<file path="config.mk">
export PLATFORM = sky130hd
export DESIGN_NAME = keyed_lock_table
export DESIGN_NICKNAME = d
export VERILOG_FILES = /design/src/hw/rtl/klt_pkg.sv /design/src/hw/rtl/klt_slot_cam.sv /design/src/hw/rtl/keyed_lock_table.sv
export SDC_FILE = /design/constraint.sdc
export NUM_CORES = 1
export LEC_CHECK = 0
export BUFFER_PORTS_ARGS = -buffer_cell sky130_fd_sc_hd__buf_2
export CORE_MARGIN = 4
export CORE_UTILIZATION = 48
export CTS_BUF_LIST = sky130_fd_sc_hd__clkbuf_8
export DETAILED_ROUTE_END_ITERATION = 12
export GPL_TIMING_DRIVEN = 0
export HOLD_SLACK_MARGIN = 0.15
export SLEW_MARGIN = 25
export SYNTH_ARGS = -nofsm -noshare
export SYNTH_HDL_FRONTEND = slang
export SYNTH_HIERARCHICAL = 1
export SYNTH_SLANG_ARGS = --single-unit
export TNS_END_PERCENT = 50
</file>
<file path="constraint.sdc">
create_clock -name i_clk -period 8.66 [get_ports i_clk]
set_clock_uncertainty 0.2 [all_clocks]
set_input_delay 0.433 -clock i_clk [delete_from_list [all_inputs] [get_ports i_clk]]
set_output_delay 0.433 -clock i_clk [all_outputs]
set_load 0.1 [all_outputs]
</file>
<file path="src/hw/rtl/klt_pkg.sv">
// Shared types and codes for the keyed lock table.
`timescale 1ns / 1ps

package klt_pkg;

    // Slot indexes travel at this width between modules; up to 64 slots.
    localparam int SLOT_ID_W = 6;
    localparam int KEY_W     = 16;
    localparam int THREAD_W  = 4;
    localparam int STATUS_W  = 3;
    localparam int SLOT_OUT_W = 3;

    localparam logic OP_ACQUIRE = 1'b0;
    localparam logic OP_RELEASE = 1'b1;

    typedef enum logic [STATUS_W-1:0] {
        ST_ACQUIRED = 3'd0,
        ST_QUEUED   = 3'd1,
        ST_FREED    = 3'd2,
        ST_HANDED   = 3'd3,
        ST_NOSLOT   = 3'd4,
        ST_QFULL    = 3'd5
    } t_status;

    typedef struct packed {
        logic                 held_hit;
        logic [SLOT_ID_W-1:0] held_idx;
        logic                 free_hit;
        logic [SLOT_ID_W-1:0] free_idx;
    } t_cam_match;

    typedef struct packed {
        logic                 set_busy;
        logic                 clr_busy;
        logic [SLOT_ID_W-1:0] idx;
    } t_cam_update;

endpackage

</file>
<file path="src/hw/rtl/klt_slot_cam.sv">
// Slot key store with parallel key match and lowest-free-slot search.
`timescale 1ns / 1ps

module klt_slot_cam #(
    parameter int NUM_SLOTS = 8
) (
    input  logic                       i_clk,
    input  logic                       i_rst_n,
    input  logic [klt_pkg::KEY_W-1:0]  i_key,
    output klt_pkg::t_cam_match        o_match,
    input  klt_pkg::t_cam_update       i_upd,
    input  logic [klt_pkg::KEY_W-1:0]  i_upd_key
);

    localparam int SW = (NUM_SLOTS > 1) ? $clog2(NUM_SLOTS) : 1;

    logic [klt_pkg::KEY_W-1:0] r_slot_key [NUM_SLOTS];
    logic [NUM_SLOTS-1:0]      r_slot_busy;
    logic [SW-1:0]             upd_idx;

    assign upd_idx = i_upd.idx[SW-1:0];

    always_ff @(posedge i_clk) begin
        if (!i_rst_n) begin
            r_slot_busy <= '0;
        end else if (i_upd.set_busy) begin
            r_slot_busy[upd_idx] <= 1'b1;
        end else if (i_upd.clr_busy) begin
            r_slot_busy[upd_idx] <= 1'b0;
        end
    end

    always_ff @(posedge i_clk) begin
        if (i_upd.set_busy) begin
            r_slot_key[upd_idx] <= i_upd_key;
        end
    end

    // Scan from the top so that the lowest matching or free slot wins.
    always_comb begin
        o_match = '0;
        for (int i = NUM_SLOTS - 1; i >= 0; i--) begin
            if (r_slot_busy[i] && (r_slot_key[i] == i_key)) begin
                o_match.held_hit = 1'b1;
                o_match.held_idx = klt_pkg::SLOT_ID_W'(i);
            end
            if (!r_slot_busy[i]) begin
                o_match.free_hit = 1'b1;
                o_match.free_idx = klt_pkg::SLOT_ID_W'(i);
            end
        end
    end

endmodule

</file>
<file path="src/hw/rtl/keyed_lock_table.sv">
// Keyed lock table: lock slots with per-slot FIFO wait queues.
// A command is captured when accepted, worked in the busy cycle, and its result registered onto o_valid.
// A new command is not taken while busy; busy is high for the one cycle in which the
// queue pointer memory is read-modified-written and the wait memory is accessed.
// Reset clears the slot busy bits at once; no clearing pass, start is taken right after.
// The receiver cannot stall: each result is shown for exactly one cycle on o_valid.
`timescale 1ns / 1ps

module keyed_lock_table #(
    parameter int NUM_SLOTS   = 8,
    parameter int QUEUE_DEPTH = 16
) (
    input  logic                          i_clk,
    input  logic                          i_rst_n,
    input  logic                          start,
    output logic                          busy,
    input  logic                          i_opcode,
    input  logic [klt_pkg::KEY_W-1:0]     i_lock_key,
    input  logic [klt_pkg::THREAD_W-1:0]  i_caller_thread,
    output logic                          o_valid,
    output logic [klt_pkg::STATUS_W-1:0]  o_status,
    output logic [klt_pkg::THREAD_W-1:0]  o_woken_thread,
    output logic [klt_pkg::SLOT_OUT_W-1:0] o_slot_index
);

    localparam int SW   = (NUM_SLOTS > 1) ? $clog2(NUM_SLOTS) : 1;
    localparam int QW   = (QUEUE_DEPTH > 1) ? $clog2(QUEUE_DEPTH) : 1;
    localparam int CW   = $clog2(QUEUE_DEPTH + 1);
    localparam int HCW  = QW + CW;
    localparam int FAW  = SW + QW;

    // Control
    logic r_work;
    logic r_out_valid;
    logic accept;

    // Command captured at accept
    logic                          r_op;
    logic [klt_pkg::KEY_W-1:0]     r_key;
    logic [klt_pkg::THREAD_W-1:0]  r_caller;
    klt_pkg::t_cam_match           r_match;

    // Queue pointer memory: head and count for each slot
    logic [HCW-1:0] hc_mem [NUM_SLOTS];
    logic [HCW-1:0] r_hc_rd;
    logic           hc_we;
    logic [HCW-1:0] hc_wdata;

    // Wait queue memory
    logic [klt_pkg::THREAD_W-1:0] fifo_mem [2**FAW];
    logic [klt_pkg::THREAD_W-1:0] r_fifo_rd;
    logic                         fifo_we;
    logic                         fifo_re;
    logic [FAW-1:0]               fifo_addr;

    // Match and work-cycle signals
    klt_pkg::t_cam_match  cam_match;
    klt_pkg::t_cam_update cam_upd;
    logic [SW-1:0]        rd_slot;
    logic [SW-1:0]        sel_slot;
    logic [QW-1:0]        head;
    logic [CW-1:0]        count;
    logic [CW:0]          tail_sum;
    logic [QW-1:0]        tail;
    logic [QW-1:0]        head_next;
    logic                 queue_full;
    klt_pkg::t_status     n_status;
    logic                 n_report_slot;
    logic [SW+2:0]        slot_ext;

    // Result registers
    logic [klt_pkg::STATUS_W-1:0]   r_status;
    logic [klt_pkg::SLOT_OUT_W-1:0] r_slot;
    logic                           r_handed;

    assign accept = start && !r_work;
    assign busy   = r_work;

    klt_slot_cam #(
        .NUM_SLOTS (NUM_SLOTS)
    ) u_cam (
        .i_clk     (i_clk),
        .i_rst_n   (i_rst_n),
        .i_key     (i_lock_key),
        .o_match   (cam_match),
        .i_upd     (cam_upd),
        .i_upd_key (r_key)
    );

    assign rd_slot = cam_match.held_hit ? cam_match.held_idx[SW-1:0]
                                        : cam_match.free_idx[SW-1:0];

    always_ff @(posedge i_clk) begin
        if (!i_rst_n) begin
            r_work      <= 1'b0;
            r_out_valid <= 1'b0;
        end else begin
            r_work      <= accept;
            r_out_valid <= r_work;
        end
    end

    always_ff @(posedge i_clk) begin
        if (accept) begin
            r_op     <= i_opcode;
            r_key    <= i_lock_key;
            r_caller <= i_caller_thread;
            r_match  <= cam_match;
        end
    end

    // The pointer read issued at accept lands in time for the work cycle; its write
    // back ends the work cycle, before the next accept can read again.
    always_ff @(posedge i_clk) begin
        if (accept) begin
            r_hc_rd <= hc_mem[rd_slot];
        end
        if (hc_we) begin
            hc_mem[sel_slot] <= hc_wdata;
        end
    end

    always_ff @(posedge i_clk) begin
        if (fifo_we) begin
            fifo_mem[fifo_addr] <= r_caller;
        end
        if (fifo_re) begin
            r_fifo_rd <= fifo_mem[fifo_addr];
        end
    end

    assign sel_slot   = r_match.held_hit ? r_match.held_idx[SW-1:0] : r_match.free_idx[SW-1:0];
    assign head       = r_hc_rd[HCW-1:CW];
    assign count      = r_hc_rd[CW-1:0];
    assign queue_full = (count >= CW'(QUEUE_DEPTH));

    // head < depth and count < depth when not full, so one subtract wraps the tail.
    assign tail_sum  = (CW+1)'(head) + (CW+1)'(count);
    assign tail      = (tail_sum >= (CW+1)'(QUEUE_DEPTH))
                       ? QW'(tail_sum - (CW+1)'(QUEUE_DEPTH)) : QW'(tail_sum);
    assign head_next = (head == QW'(QUEUE_DEPTH - 1)) ? '0 : QW'(head + QW'(1));

    always_comb begin
        hc_we         = 1'b0;
        hc_wdata      = '0;
        fifo_we       = 1'b0;
        fifo_re       = 1'b0;
        fifo_addr     = {sel_slot, tail};
        cam_upd       = '0;
        cam_upd.idx   = klt_pkg::SLOT_ID_W'(sel_slot);
        n_status      = klt_pkg::ST_NOSLOT;
        n_report_slot = 1'b0;
        if (r_work) begin
            if (r_op == klt_pkg::OP_ACQUIRE) begin
                if (r_match.held_hit) begin
                    n_report_slot = 1'b1;
                    if (queue_full) begin
                        n_status = klt_pkg::ST_QFULL;
                    end else begin
                        n_status = klt_pkg::ST_QUEUED;
                        fifo_we  = 1'b1;
                        hc_we    = 1'b1;
                        hc_wdata = {head, CW'(count + CW'(1))};
                    end
                end else if (r_match.free_hit) begin
                    n_status         = klt_pkg::ST_ACQUIRED;
                    n_report_slot    = 1'b1;
                    cam_upd.set_busy = 1'b1;
                    hc_we            = 1'b1;
                    hc_wdata         = '0;
                end
            end else if (r_match.held_hit) begin
                n_report_slot = 1'b1;
                hc_we         = 1'b1;
                if (count != '0) begin
                    n_status  = klt_pkg::ST_HANDED;
                    fifo_re   = 1'b1;
                    fifo_addr = {sel_slot, head};
                    hc_wdata  = {head_next, CW'(count - CW'(1))};
                end else begin
                    n_status         = klt_pkg::ST_FREED;
                    cam_upd.clr_busy = 1'b1;
                    hc_wdata         = {QW'(0), count};
                end
            end
        end
    end

    assign slot_ext = {3'b000, sel_slot};

    always_ff @(posedge i_clk) begin
        if (r_work) begin
            r_status <= n_status;
            r_slot   <= n_report_slot ? slot_ext[2:0] : '0;
            r_handed <= (n_status == klt_pkg::ST_HANDED);
        end
    end

    assign o_valid        = r_out_valid;
    assign o_status       = r_status;
    assign o_slot_index   = r_slot;
    assign o_woken_thread = r_handed ? r_fifo_rd : '0;

    a_busy_one_cycle: assert property (@(posedge i_clk) disable iff (!i_rst_n)
        busy |=> !busy)
        else $error("busy held for more than one cycle");

    a_accept_sets_busy: assert property (@(posedge i_clk) disable iff (!i_rst_n)
        (start && !busy) |=> busy)
        else $error("accepted command did not enter the work cycle");

    a_result_follows_work: assert property (@(posedge i_clk) disable iff (!i_rst_n)
        busy |=> o_valid)
        else $error("work cycle produced no result beat");

    a_woken_only_on_handoff: assert property (@(posedge i_clk) disable iff (!i_rst_n)
        (o_valid && (o_status != klt_pkg::ST_HANDED)) |-> (o_woken_thread == '0))
        else $error("woken thread reported without a handoff");

    a_noslot_index_zero: assert property (@(posedge i_clk) disable iff (!i_rst_n)
        (o_valid && (o_status == klt_pkg::ST_NOSLOT)) |-> (o_slot_index == '0))
        else $error("slot index reported on a failed command");

endmodule

</file>
; ---- Yosys cells after proc, flatten, opt, wreduce, memory -nomap -nowiden
; Memories as Yosys holds them, arrays and structs flattened. A register that Yosys moved wholly into a read port is not among the register bits.
; Cells that the tools add are included.
; Widths: inputs -> output; s select.
[word_totals]
register_bits = 46
ramBits = 712
in_bits = 24
out_inout_bits = 12
memories = 3
[op_classes]
n_addsub = 5
order_cmp = 4
eq_ne = 10
mux = 70
bitwise_logic = 3
n_reduce_logical = 14
[memory_table]
columns = name, words, word_bits, read_ports, rd_ports_with_merged_regs, write_ports, line_no
row1 = fifo_mem, 128, 4, 1, 1, 1, keyed_lock_table.sv:50  ; logic [klt_pkg::THREAD_W-1:0] fifo_mem [2**FAW];
row2 = u_cam.r_slot_key, 8, 16, 8, 0, 1, klt_slot_cam.sv:17  ; logic [klt_pkg::KEY_W-1:0] r_slot_key [NUM_SLOTS];
row3 = hc_mem, 8, 9, 1, 1, 1, keyed_lock_table.sv:44  ; logic [HCW-1:0] hc_mem [NUM_SLOTS];
[ops]
columns = cell, n
row1 = $eq 16x16->1, 8
row2 = $mux 7, 9
row3 = $mux 9, 6
row4 = $mux 3, 15
row5 = $mux 1, 29
row6 = $mux 4, 7
row7 = $mux 8, 2
row8 = $logic_and 1x1->1, 10
row9 = $and 8x8->8, 1
row10 = $not 8->8, 1
row11 = $or 8x8->8, 1
row12 = $reduce_and 7->1, 1
row13 = $add 4x5->6, 1
row14 = $ge 6x5->1 const B, 1
row15 = $add 5x1->5 const B, 1
row16 = $ge 5x5->1 const B, 1
row17 = $reduce_bool 5->1, 1
row18 = $sub 5x1->5 const B, 1
row19 = $add 4x1->4 const B, 1
row20 = $eq 4x4->1 const B, 1
row21 = $lt 3x4->1 const B, 1
row22 = $sub 4x1->4 const B, 1
row23 = $demux 1 s3, 1
row24 = $eq 3x2->1 const B, 1
row25 = other kinds (4), 4

; ---- Depth between registers and ports, before layout
; Gate-level depths: netlist (run 1).
; An unclocked memory read counts as a cell.
[logic_depth]
word_depth = 12
mapped_depth = 13
depth_no_buf = 10

; ---- By module
; The synthesis (run 1) kept the hierarchy.
[by_module_without_submodules]
columns = module, n_inst, cells_each, area_per_inst_um2, seq_area_each_um2
row1 = keyed_lock_table, 1, 2258, 29258.1, 19048.3
row2 = klt_slot_cam, 1, 397, 5962.0, 4003.8

; ---- Worst setup path before layout (run 1)
; OpenSTA, ideal clock, no wires.
[synth_timing]
path_kind = input -> register
start = in i_lock_key[9] in the netlist's numbering
end = reg r_hc_rd[0] (read register of hc_mem), data pin
setup_time_ns = 0.260
arrival_time_ns = 3.785
setup_slack_ns = 4.415
path_stages = 12
path_cell_list = buf_6 > xor2_1 > nor4_1 > nand4_1 > nor4_1 > a31o_2 > nor2_1 > nand2_1 > mux2i_1 > buf_2 > mux4_2 > mux2_2
[synth_lines]
columns = element, line_no
row1 = "start, declared", keyed_lock_table.sv:18  ; input logic [klt_pkg::KEY_W-1:0] i_lock_key,
row2 = "end, declared", keyed_lock_table.sv:45  ; logic [HCW-1:0] r_hc_rd;

; ---- Final worst setup path (run 1)
[layout_timing]
start = reg r_work (netlist: busy)
end = mem fifo_mem[55][3] in the netlist's numbering, enable pin
[layout_via]
elab_chain_len = 3
[layout_lines]
columns = element, line_no
row1 = "start, declared", keyed_lock_table.sv:33  ; logic r_work;
row2 = "start signal, assigned", keyed_lock_table.sv:98  ; r_work <= accept;
row3 = $mux 1, keyed_lock_table.sv:153  ; if (r_work) begin
row4 = $mux 1, keyed_lock_table.sv:124  ; if (fifo_we) begin
row5 = $mux 1 (not written as such), keyed_lock_table.sv:125  ; fifo_mem[fifo_addr] <= r_caller;
row6 = "end, declared", keyed_lock_table.sv:50
; Several ways; a longest one is shown, not always the timed one.

==> results of run 1 <==
-- worst max path at each step --
| stage | startpoint | endpoint | cells after the start |
|---|---|---|---|
| after global placement | i_lock_key[11] | r_hc_rd[7] | 13 |
| after global routing | busy | fifo_mem[55][3] | 10 |
| after detailed placement | busy | fifo_mem[55][2] | 10 |
| after floorplan | i_lock_key[9] | r_hc_rd[0] | 12 |
| final | busy | fifo_mem[55][3] | 10 |
| after CTS | busy | fifo_mem[55][1] | 10 |
-- routing by layer --
metal / wire length (µm) / GRT usage (%) / up-vias
li1: - / - / 10769
met1: 43000 / 36.1 / 12199
met2: 49100 / 42.1 / 1198
met3: 8530 / 5.59 / 237
met4: 3360 / 9.34 / 0
met5: 0 / 0 / -
-- metrics by stage --
stage,hold WS [ps],area [µm²],util (%),power (mW)
after detailed placement,411,37300,51.7,4.96
final,291,40200,55.7,7.98
after CTS,215,40100,55.7,8.03
after floorplan,328,35200,-,4.66
after global routing,290,40100,55.7,8.26
after global placement,409,36500,50.7,4.92
-- critical path: stages, from the launching register on --
cell	delay [ps]
dfxtp_1	910
nand3_1	660
inv_2	450
nand2_4	110
mux2i_1	470
buf_4	330
buf_6	230
nor2_1	120
o21ai_1	660
clkbuf_1	940
nor2_1	420
-- final cells by class --
cell class                 instances  share of cell area (%)
antenna                            3                  0.0187
buffer                           204                    2.39
clock buffer                     133                    4.56
clock inverter                    99                    1.47
inverter                          13                   0.122
multi-input combinational       1659                    27.9
sequential                       771                    57.4
tap                              950                    2.96
timing repair buffer             121                    3.20
-- repair_timing --
action	CTS	global route
hold endpoints to repair	69	0
hold buffers	44	0
setup endpoints to repair	0	0
-- registers in the layout, indices dropped and copies added (netlist names), named ones only --
name,cells
o_status,3
r_match,8
hc_mem,72
r_op,1
r_fifo_rd,4
o_valid,1
busy,1
r_handed,1
o_slot_index,3
u_cam/r_slot_key,128
r_key,16
r_caller,4
r_hc_rd,9
fifo_mem,512
-- report_power, final --
group	switching, mW	internal [mW]	leakage, nW	total (mW)
Clock	1.50	1.57	1.37	3.07
Sequential	0.0249	4.12	6.97	4.14
Combinational	0.505	0.263	4.75	0.768
Total	2.03	5.95	13.1	7.98
-- cell usage in the layout, fill, tap and decap left out, drive strengths merged, types with 2 or more instances in the layout --
| master | n |
|---|---|
| a211oi | 132 |
| a21o | 3 |
| a21oi | 144 |
| a221o | 4 |
| a22o | 5 |
| a311oi | 129 |
| a31oi | 3 |
| and2 | 6 |
| buf | 143 |
| bufinv | 4 |
| clkbuf | 271 |
| clkinv | 43 |
| clkinvlp | 4 |
| dfxtp | 10 |
| diode | 3 |
| dlygate4sd3 | 44 |
| edfxtp | 761 |
| ha | 6 |
| inv | 61 |
| mux2 | 9 |
| mux2i | 136 |
| mux4 | 18 |
| nand2 | 176 |
| nand2b | 262 |
| nand3 | 13 |
| nand4 | 39 |
| nor2 | 166 |
| nor2b | 2 |
| nor3 | 12 |
| nor4 | 15 |
| nor4b | 3 |
| o21a | 13 |
| o21ai | 49 |
| o22ai | 161 |
| o31a | 2 |
| or2 | 4 |
| xnor2 | 104 |
| xor2 | 29 |
==> impl_metrics.json, run 1 <==
{
  "fillers": 5933,
  "dpl_worst_slack_ps": 3110,
  "hold_depth": 3,
  "fin_ws_ps": 2780,
  "cellLeakagePower_nw": 13.1,
  "crit_type": "reg -> reg",
  "antenna_found_initial": 1,
  "cp-end-kind": "flop",
  "rrSetupSlack_ps": 2780,
  "cp-start-kind": "flop",
  "seq_area_um2": 23100,
  "ctsResizeCount": 0,
  "drc": 0,
  "syn_area_um2": 35200,
  "outcome": "finished, final reports clean",
  "cp_max_fo": 15,
  "cts_tree": "yes",
  "dr.first_iter.drc_count": 2802,
  "powerDensity_nw_per_um2": 199,
  "holdPathEnd": "o_valid",
  "grt_pass1_vias": 24262,
  "dp_hpwl_mm": 71.4,
  "drive_above_1_share_pct": 12.1,
  "yosysWarnings": 6,
  "cp_data_required_time_ps": 8880,
  "multi_input_area_um2": 11200,
  "start_util_pct": 48.8,
  "fin_tns_setup_ps": 0,
  "cts_max_path_buffers": 3,
  "period_needed_ps": 5880,
  "layout.nets": 2932,
  "clk_latency_ps": 800,
  "cts-root-buf": "clkbuf_8",
  "final.period_utilization_pct": 67.9,
  "finalSetupViolations": 0,
  "netlist_instances": 2647,
  "critical_path_arrival_ps": 6110,
  "grt_pass1_wl_mm": 154,
  "hp-class": "in -> reg",
  "vias_per_cell": 6.17,
  "drv_slew": 0,
  "first_pass_iters": 6,
  "globalRouteTotalUtil_pct": 26.3,
  "grt_start_max_net_pins": 24,
  "relSlewSlack_pct": 17.4,
  "final_hold_viol_count": 0,
  "holdCritStartpoint": "i_rst_n",
  "design.portCount": 36,
  "max-cap-violations": 0,
  "tightest_slew_ps": 1240,
  "ant_nets": 0,
  "post_cts_buffers": 0,
  "ir_drop_mv": 0.161,
  "ctsHtreeMaxLevel": 4,
  "fmax_ghz": 0.170,
  "grt_setup_unrepaired": "false",
  "place.gp.congestion": 0.922,
  "wl_per_cell_um": 26.3,
  "clock-sinks": 771,
  "dp_cells": 3674,
  "drt_wl_total_mm": 104,
  "post_synth.cell_area_avg_um2": 13.3,
  "vias": 24403,
  "coreArea_um2": 72100,
  "r2r_cells": 10,
  "r2r-end": "fifo_mem[55][3]",
  "die_w_um": 279,
  "die_h_um": 279,
  "overflow": 0,
  "worstReg2RegStart": "busy",
  "clk_pin_slew_ps": 60,
  "syn_to_final_growth_pct": 14.2,
  "port_buffers": 35,
  "row_count": 98,
  "die_area_um2": 77700,
  "instances_no_fill": 3953,
  "synth_nets": 2678,
  "cts_buffers": 131
}
No activity file was read; power rests on OpenSTA's default activity.
==> run 2, diff against run 1 <==
==> constraint.sdc (replaced) <==
create_clock -name i_clk -period 6.1 [get_ports i_clk]
set_clock_uncertainty 0.2 [all_clocks]
set_input_delay 0.305 -clock i_clk [delete_from_list [all_inputs] [get_ports i_clk]]
set_output_delay 0.305 -clock i_clk [all_outputs]
set_load 0.1 [all_outputs]
==> run 2 against run 1 <==
  * Register-to-register slack got worse by 2500 ps
  * Critical path type unchanged
  * Clock power is 42% higher
  * Combinational power rose by 42%
  * Worst hold slack better by 89 ps
==> impl_metrics.json, run 2 (synthesis results as in run 1) <==
{
  "outcome": "finished, final reports clean",
  "final_common_cell": "edfxtp_1",
  "drt_wl_total_mm": 104,
  "ctsResizeCount": 0,
  "grt_start_max_net_pins": 24,
  "port_buffers": 35,
  "ctsHtreeMaxLevel": 4,
  "final_hold_viol_count": 0,
  "drv_slew": 0,
  "die_h_um": 279,
  "max-cap-violations": 0,
  "grt_setup_unrepaired": "false",
  "vias": 24389,
  "hold_buffers": 45,
  "place.gp.congestion": 0.922,
  "fillers": 5932,
  "period_needed_ps": 5810,
  "antenna_found_initial": 1,
  "die_w_um": 279,
  "start_util_pct": 48.8,
  "fin_ws_ps": 288,
  "syn_to_final_growth_pct": 14.2,
  "clock-sinks": 771,
  "cts-root-buf": "clkbuf_8",
  "row_count": 98,
  "dpl_worst_slack_ps": 548,
  "cp_max_fo": 15,
  "post_cts_buffers": 0,
  "critical_path_arrival_ps": 6040,
  "cts_tree": "yes",
  "largest_reg_flops": 512,
  "design.portCount": 36,
  "cts_buffers": 131,
  "finalSetupViolations": 0,
  "ir_drop_mv": 0.229,
  "layout.nets": 2933,
  "reg_top3": "fifo_mem: 512 flops, u_cam/r_slot_key: 128 flops, hc_mem: 72 flops",
  "mostFrequentLayoutCells": "761 x edfxtp_1, 262 x nand2b_1, 175 x nand2_1, 161 x o22ai_1, 156 x nor2_1",
  "powerDensity_nw_per_um2": 282,
  "cellLeakagePower_nw": 13.1,
  "multi_input_area_um2": 11200,
  "relSlewSlack_pct": 21.3,
  "drive_above_1_share_pct": 12.1,
  "seq_area_um2": 23100,
  "grt_pass1_vias": 24272,
  "largest-register": "fifo_mem",
  "dr.first_iter.drc_count": 2658,
  "wl_per_cell_um": 26.3,
  "final.period_utilization_pct": 95.3,
  "vias_per_cell": 6.17,
  "globalRouteTotalUtil_pct": 26.3,
  "cp-end-kind": "flop",
  "overflow": 0,
  "drc": 0,
  "die_area_um2": 77700,
  "cp-start-kind": "flop",
  "ant_nets": 0,
  "coreArea_um2": 72100,
  "tightest_slew_ps": 1180,
  "dp_hpwl_mm": 71.4,
  "hp-class": "in -> reg",
  "first_pass_iters": 5,
  "fin_tns_setup_ps": 0,
  "clk_pin_slew_ps": 60,
  "clk_latency_ps": 800,
  "cp_data_required_time_ps": 6330,
  "grt_pass1_wl_mm": 154,
  "crit_type": "reg -> reg",
  "cts_max_path_buffers": 3,
  "fmax_ghz": 0.172
}
[run 2: cell types whose count changed in the layout (fill, tap and decap cells not counted), sizes merged]
| cell | before | now |
|---|---|---|
| diode | 3 | 2 |
| dlygate4sd3 | 44 | 45 |
[run 2: power breakdown]
group | internal [mW] | total (mW) | switching, mW | leakage (nW)
Combinational | 0.374 | 1.09 | 0.718 | 4.76
Clock | 2.23 | 4.36 | 2.13 | 1.37
Sequential | 5.85 | 5.88 | 0.0357 | 6.97
[run 2: worst paths after layout]
kind	startpoint	endpoint	slack (ps)	cells after the start
max	busy	fifo_mem[55][3]	290	10
min	start	r_hc_rd[7]	380	3
max reg2reg	busy	fifo_mem[55][3]	290	10
min reg2reg	r_key[13]	u_cam/r_slot_key[4][13]	450	0
[run 2: metal layers]
metal  share of wire (%)  GRT usage (%)  vias up
li1                    -              -    10772
met1                  42           36.1    12145
met2                  47           42.0     1222
met3                 8.2           5.59      250
met4                 3.3           9.36        0
met5                   0              0        -
[run 2: cell type report]
cell class	count	area share (%)
Multi-Input combinational cell	1659	27.9
Antenna cell	2	0.0125
Buffer	204	2.39
Clock inverter	99	1.47
Timing Repair Buffer	122	3.22
Inverter	13	0.122
Tap cell	950	2.96
Clock buffer	133	4.56
Sequential cell	771	57.4
[run 2: critical path: stages (launching register included)]
cell	delay (ps)
dfxtp_1	920
nand3_1	660
inv_2	430
nand2_4	110
mux2i_1	460
buf_4	330
buf_6	220
nor2_1	120
o21ai_1	630
clkbuf_1	930
nor2_1	410
[run 2: stage by stage]
| stage | std cells | total power, mW | instance area [µm²] | utilization [%] | hold WS (ps) |
|---|---|---|---|---|---|
| 3_5_place_dp | 3674 | 7.04 | 37300 | 51.7 | 283 |
| 5_1_grt | 3953 | 11.7 | 40200 | 55.7 | 382 |
| 3_3_place_gp | 3632 | 6.99 | 36500 | 50.7 | 281 |
| 6_report | 3953 | 11.3 | 40200 | 55.7 | 380 |
| 2_1_floorplan | 2647 | 6.62 | 35200 | - | 204 |
| 4_1_cts | 3951 | 11.4 | 40100 | 55.7 | 321 |
